### config.mk
export PLATFORM = sky130hd
export DESIGN_NAME = vau_front
export DESIGN_NICKNAME = d
export VERILOG_FILES = /design/src/rtl/vau_pkg.sv /design/src/rtl/vau_front.sv
export SDC_FILE = /design/constraint.sdc
export NUM_CORES = 1
export LEC_CHECK = 0
export BUFFER_PORTS_ARGS = -buffer_cell sky130_fd_sc_hd__buf_4
export CORE_UTILIZATION = 57
export DETAILED_ROUTE_END_ITERATION = 16
export PLACE_DENSITY = 0.79
export SYNTH_ARGS = -nofsm -noshare
export SYNTH_HDL_FRONTEND = slang
export SYNTH_SLANG_ARGS = --single-unit
export TNS_END_PERCENT = 100
### constraint.sdc
create_clock -name i_clk -period 6.65 [get_ports i_clk]
set_input_delay 0.665 -clock i_clk [delete_from_list [all_inputs] [get_ports i_clk]]
set_output_delay 0.665 -clock i_clk [all_outputs]
set_load 0.05 [all_outputs]
### src/rtl/vau_pkg.sv
package vau_pkg;

    localparam int QDEPTH = 4;
    localparam int QPTR_W = $clog2(QDEPTH);
    localparam int CNT_W  = $clog2(QDEPTH + 1);

    localparam int SQRT_LAT = 32;
    localparam int DIV_LAT  = 32;
    localparam int NUM_W    = 96;
    localparam int PADDR_W  = 3;

    localparam logic [PADDR_W-1:0] ADDR_MIN_LENGTH = 3'd0;
    localparam logic [16:0]        MIN_LENGTH_RST  = 17'd1;

    localparam logic [31:0] SAT_MAX = 32'h7FFF_FFFF;
    localparam logic [31:0] SAT_MIN = 32'h8000_0000;

    typedef enum logic [2:0] {
        CMD_ADD   = 3'd0,
        CMD_DOT   = 3'd1,
        CMD_CROSS = 3'd2,
        CMD_NORM  = 3'd3,
        CMD_LEN   = 3'd4,
        CMD_PROJ  = 3'd5
    } t_cmd;

    typedef enum logic [2:0] {
        OP_NOP   = 3'd0,
        OP_ADD   = 3'd1,
        OP_DOT   = 3'd2,
        OP_CROSS = 3'd3,
        OP_NORM  = 3'd4,
        OP_LEN   = 3'd5,
        OP_PROJ  = 3'd6
    } t_op;

    typedef enum logic [1:0] {
        ST_OK    = 2'd0,
        ST_SHORT = 2'd1,
        ST_SAT   = 2'd2
    } t_status;

    typedef struct packed {
        logic [2:0]         cmd;
        logic signed [31:0] a_x;
        logic signed [31:0] a_y;
        logic signed [31:0] a_z;
        logic signed [31:0] b_x;
        logic signed [31:0] b_y;
        logic signed [31:0] b_z;
    } t_in_beat;

    typedef struct packed {
        logic signed [31:0] r_x;
        logic signed [31:0] r_y;
        logic signed [31:0] r_z;
        logic signed [31:0] scalar;
        logic [1:0]         status;
    } t_out_beat;

    typedef struct packed {
        t_op             op;
        logic [2:0][31:0] a;
        logic [2:0][31:0] b;
    } t_qitem;

    // Clamp a sign and magnitude pair to 32-bit two's complement; bit 32 flags a clamp.
    function automatic logic [32:0] sat32(input logic neg, input logic [63:0] mag);
        logic [32:0] res;
        if (neg) begin
            if (mag > {32'b0, SAT_MIN}) begin
                res = {1'b1, SAT_MIN};
            end else begin
                res = {1'b0, 32'(~mag[31:0] + 32'd1)};
            end
        end else if (mag > {32'b0, SAT_MAX}) begin
            res = {1'b1, SAT_MAX};
        end else begin
            res = {1'b0, mag[31:0]};
        end
        return res;
    endfunction

endpackage

### src/rtl/vau_front.sv
module vau_front import vau_pkg::*; (
    input  logic     i_clk,
    input  logic     i_rst_n,
    input  logic     i_in_valid,
    input  t_in_beat i_in_beat,
    output logic     o_in_stall,
    input  logic     i_take,
    output logic     o_q_valid,
    output t_qitem   o_q_item
);

    t_qitem            r_mem [QDEPTH];
    logic [QPTR_W-1:0] r_wr;
    logic [QPTR_W-1:0] r_rd;
    logic [CNT_W-1:0]  r_cnt;
    logic [CNT_W-1:0]  n_cnt;
    logic              w_push;
    logic              w_pop;
    t_qitem            n_item;

    assign o_in_stall = (r_cnt == CNT_W'(QDEPTH));
    assign o_q_valid  = (r_cnt != '0);
    assign o_q_item   = r_mem[r_rd];
    assign w_push     = i_in_valid && !o_in_stall;
    assign w_pop      = i_take && o_q_valid;

    always_comb begin
        n_item.a = {i_in_beat.a_z, i_in_beat.a_y, i_in_beat.a_x};
        n_item.b = {i_in_beat.b_z, i_in_beat.b_y, i_in_beat.b_x};
        unique case (i_in_beat.cmd)
            CMD_ADD:   n_item.op = OP_ADD;
            CMD_DOT:   n_item.op = OP_DOT;
            CMD_CROSS: n_item.op = OP_CROSS;
            CMD_NORM:  n_item.op = OP_NORM;
            CMD_LEN:   n_item.op = OP_LEN;
            CMD_PROJ:  n_item.op = OP_PROJ;
            default:   n_item.op = OP_NOP;
        endcase
    end

    always_comb begin
        case ({w_push, w_pop})
            2'b10:   n_cnt = r_cnt + CNT_W'(1);
            2'b01:   n_cnt = r_cnt - CNT_W'(1);
            default: n_cnt = r_cnt;
        endcase
    end

    always_ff @(posedge i_clk) begin
        if (!i_rst_n) begin
            r_wr  <= '0;
            r_rd  <= '0;
            r_cnt <= '0;
        end else begin
            r_cnt <= n_cnt;
            if (w_push) begin
                r_wr <= r_wr + QPTR_W'(1);
            end
            if (w_pop) begin
                r_rd <= r_rd + QPTR_W'(1);
            end
        end
    end

    always_ff @(posedge i_clk) begin
        if (w_push) begin
            r_mem[r_wr] <= n_item;
        end
    end

`ifndef SYNTHESIS
    a_cnt_bound: assert property (@(posedge i_clk) disable iff (!i_rst_n)
        r_cnt <= CNT_W'(QDEPTH))
        else $error("queue count above depth");
    a_cnt_inc: assert property (@(posedge i_clk) disable iff (!i_rst_n)
        w_push && !w_pop |=> r_cnt == $past(r_cnt) + CNT_W'(1))
        else $error("queue count did not follow a push");
    a_ptr_meet: assert property (@(posedge i_clk) disable iff (!i_rst_n)
        (r_cnt == '0 || r_cnt == CNT_W'(QDEPTH)) |-> r_rd == r_wr)
        else $error("queue pointers disagree with count");
`endif

endmodule

==> impl_results.md <==
* Die width at 226 um
* Ys flop type: edfxtp_1
* Post-synth top area cell: edfxtp_1
* Final setup viols at 0
* Slew @ Worst Pin at ~1.1 ns
* Worst-path clk slew at 0.06 ns
* Synth warn at 0
* Vias in the first global route at 13.6k
* Critical Path End: o_q_item[47]
* Final hold violation count at 0
* Wire length of the first global-routing pass at 82,400 um
* Synth top area share at 0.817
* Row count at 81
* TNS Setup at 0 ns
* IO Pins at 396
* GP Congestion at between 0.7 and 0.8
* Worst slew margin at 0.280
* Data required time of the worst path at 5.98 ns
* Data arrival, critical path at 3.22 ns
* Storage element area at 0.0236 sq mm
* Stages on the worst setup path at 3
* Total power draw at 15.3 mW
* DIE AREA at ~0.051 sq mm
* Post-Syn Area at between 0.02 and 0.03 sq mm
* DR pass1 iterations at 5
* GR Overflow Total at 0
* Commonest cells in the netlist: edfxtp_1 (780), mux4_2 (195), buf_2 (21), buf_6 (18), dfxtp_1 (9)
* Register bit total from synthesis at 789
* Area growth syn-to-layout at 21.2%
* Switching pwr at about 5.2 mW
* RSZ-0062 raised after global routing: false
* VDD IR max at 0.344 mV
* Leak pwr at 11.6 nW
* Multi-input logic area at 0.00471 sq mm
* FF-to-FF Start: r_cnt[0]
* HPWL after DPL at approximately 32,000 um
* Mapped Cells at around 1.1k
* GRT Total Usage at 0.223
* Clock Power Share at 0.271
* P per Cell Area at about 440 mW/mm^2
* Dpl ws at 3.32 ns
* Share of cells above drive strength 1 at 0.454
* Initial antenna violation count at 4
* Top post-synthesis cells by area: edfxtp_1 (82%), mux4_2 (15%), buf_6 (0.71%)
* Largest net degree at the start of global routing at about 110
* Core region area at 0.0493 sq mm
* Post-CTS Resized at 0
* # fillers at 2,838
* Combinational Power Share at 0.323
* Worst r2r dst: r_mem[1][192]
* Routed WL at 56,600 um
* Crit path cell chain: buf_12 > mux4_2 > buf_4
* Int Pwr at 10.1 mW
* Setup crit start kind: flip-flop
* Max H-tree Level at 3
* Netlist cell types at 23
* Worst Setup End Kind: primary output
* Initial core utilization at 0.582
* Vias post-DR at ~13k
* Max cap viols at 0
* Clock Path Buffers at 3
* Post-synth EDFFs at 780
* Syn Nets at between 1k and 1.5k
* Status: completed
* Layout Skew at around 0.013 ns
* Worst path max stage delay at 1.05 ns
* Cell family with most CP delay: flip-flops
* Syn Area/Cell at 26.6 sq um
* Die Ht at roughly 230 um
* Hold crit path type: primary input to flip-flop
* Clk root buf: clkbuf_16
* Antenna diode instance count at 0
* Setup Buffers After CTS at 0
* Highest Clock Rate at 0.258 GHz
* Sequential area share after synthesis at 0.824
* Clk_lat worst skew at 0.61 ns
* Final net count at roughly 1.7k
* Top-count cell post-synth: edfxtp_1
* Number of vias per cell at 5.75
* Tmin final at around 3.9 ns
* Initial drt markers at 915
* Crit share post-route at 0.584
* Part of the power in registers at 0.406
* Slew Viols, Final at 0
* Worst path buffer plus inverter count at 2
* Drt drc at 0
* Synth async-reset ratio at 0
* CTS tree: yes
* Worst Reg-to-Reg Cells at 4
* Clk sink count at between 700 and 800
* Cts hold-fix bufs at 0
* Reg2reg setup slack at 3.64 ns
* Avg WL per Cell at 25.3 um
* Number of port buffers at 395
* Final WS setup at approximately 2.8 ns
* Setup CP Type: flip-flop to primary output
* Post-DRT Antenna Nets at 0
* CP max-delay cell: dfxtp_4
* TritonCTS Buffers at 78
* Switching share of power at 0.338
* Critical Path Fanout Max at 76
[registers in the layout, summed over array words and instances, names as in the netlist, named ones only]
name,flops
r_rd,2
r_cnt,3
r_wr,2
r_mem,780
[metrics by stage]
stage                     utilization  instance area, sq um  hold slack, ns  instances
after floorplan                     -                 28700           0.468       1077
after global placement          0.656                 32300           0.478       2102
after detailed placement        0.656                 32300           0.507       2102
after CTS                       0.706                 34700           0.211       2242
after global routing            0.706                 34700           0.215       2242
final                           0.706                 34700           0.255       2242
[power groups by stage]
stage,Clock (mW),Sequential [mW],Combinational [mW]
after floorplan,0,6.26,3.73
after global placement,0,6.28,4.96
after global routing,4.40,6.27,5.15
final,4.15,6.22,4.95
after detailed placement,0,6.32,4.97
after CTS,4.23,6.23,5.01
[layout by cell type, fill, tap and decap left out, types with 3 or more instances in the layout]
cell / n
bufinv_16: 4
xnor2_1: 3
and2_1: 3
clkinv_1: 13
dfxtp_1: 7
nand2_1: 5
mux2i_1: 3
and2_4: 4
clkinv_2: 16
nor2b_1: 3
clkbuf_1: 19
ha_1: 5
edfxtp_1: 780
o21ai_0: 3
mux4_2: 195
inv_1: 7
buf_4: 400
clkbuf_16: 82
buf_12: 7
[routing by layer]
metal	up-vias	wire [um]	track usage
met3	108	5670	0.0915
met1	6737	20700	0.274
li1	5536	-	-
met2	508	28700	0.363
met5	-	54	0
met4	8	1510	0.0719
[area by class of cell]
cell class | instances | area share
clock inverters | 39 | 0.00886
well taps | 664 | 0.0239
inverters | 7 | 0.000756
flip-flops and latches | 789 | 0.679
repair buffers | 407 | 0.0904
multi-input cells | 235 | 0.135
clock buffers | 101 | 0.0611
[how the worst min path moves through the flow]
stage	start	to	slack, ns	depth (start not counted)
3_3_place_gp	r_wr[0]	r_wr[0]	0.48	2
5_1_grt	i_in_beat[10]	r_mem[3][74]	0.21	1
2_1_floorplan	r_wr[1]	r_wr[1]	0.47	2
6_report	i_in_beat[85]	r_mem[3][21]	0.25	1
3_5_place_dp	r_wr[1]	r_wr[1]	0.51	2
4_1_cts	i_in_beat[10]	r_mem[3][74]	0.21	1
[kinds of logic (layout without fill, tap and decap cells)]
kind of cell	Yosys count	in the layout	share of synthesized area
xor+xnor	4	4	0.00122
simple gates	20	20	0.00397
flops	789	789	0.824
compound gates	7	7	0.00157
mux	198	198	0.154
fa+ha+maj	6	6	0.00288
buf+inv	53	554	0.0126
Power figures use the tool's default switching activity.
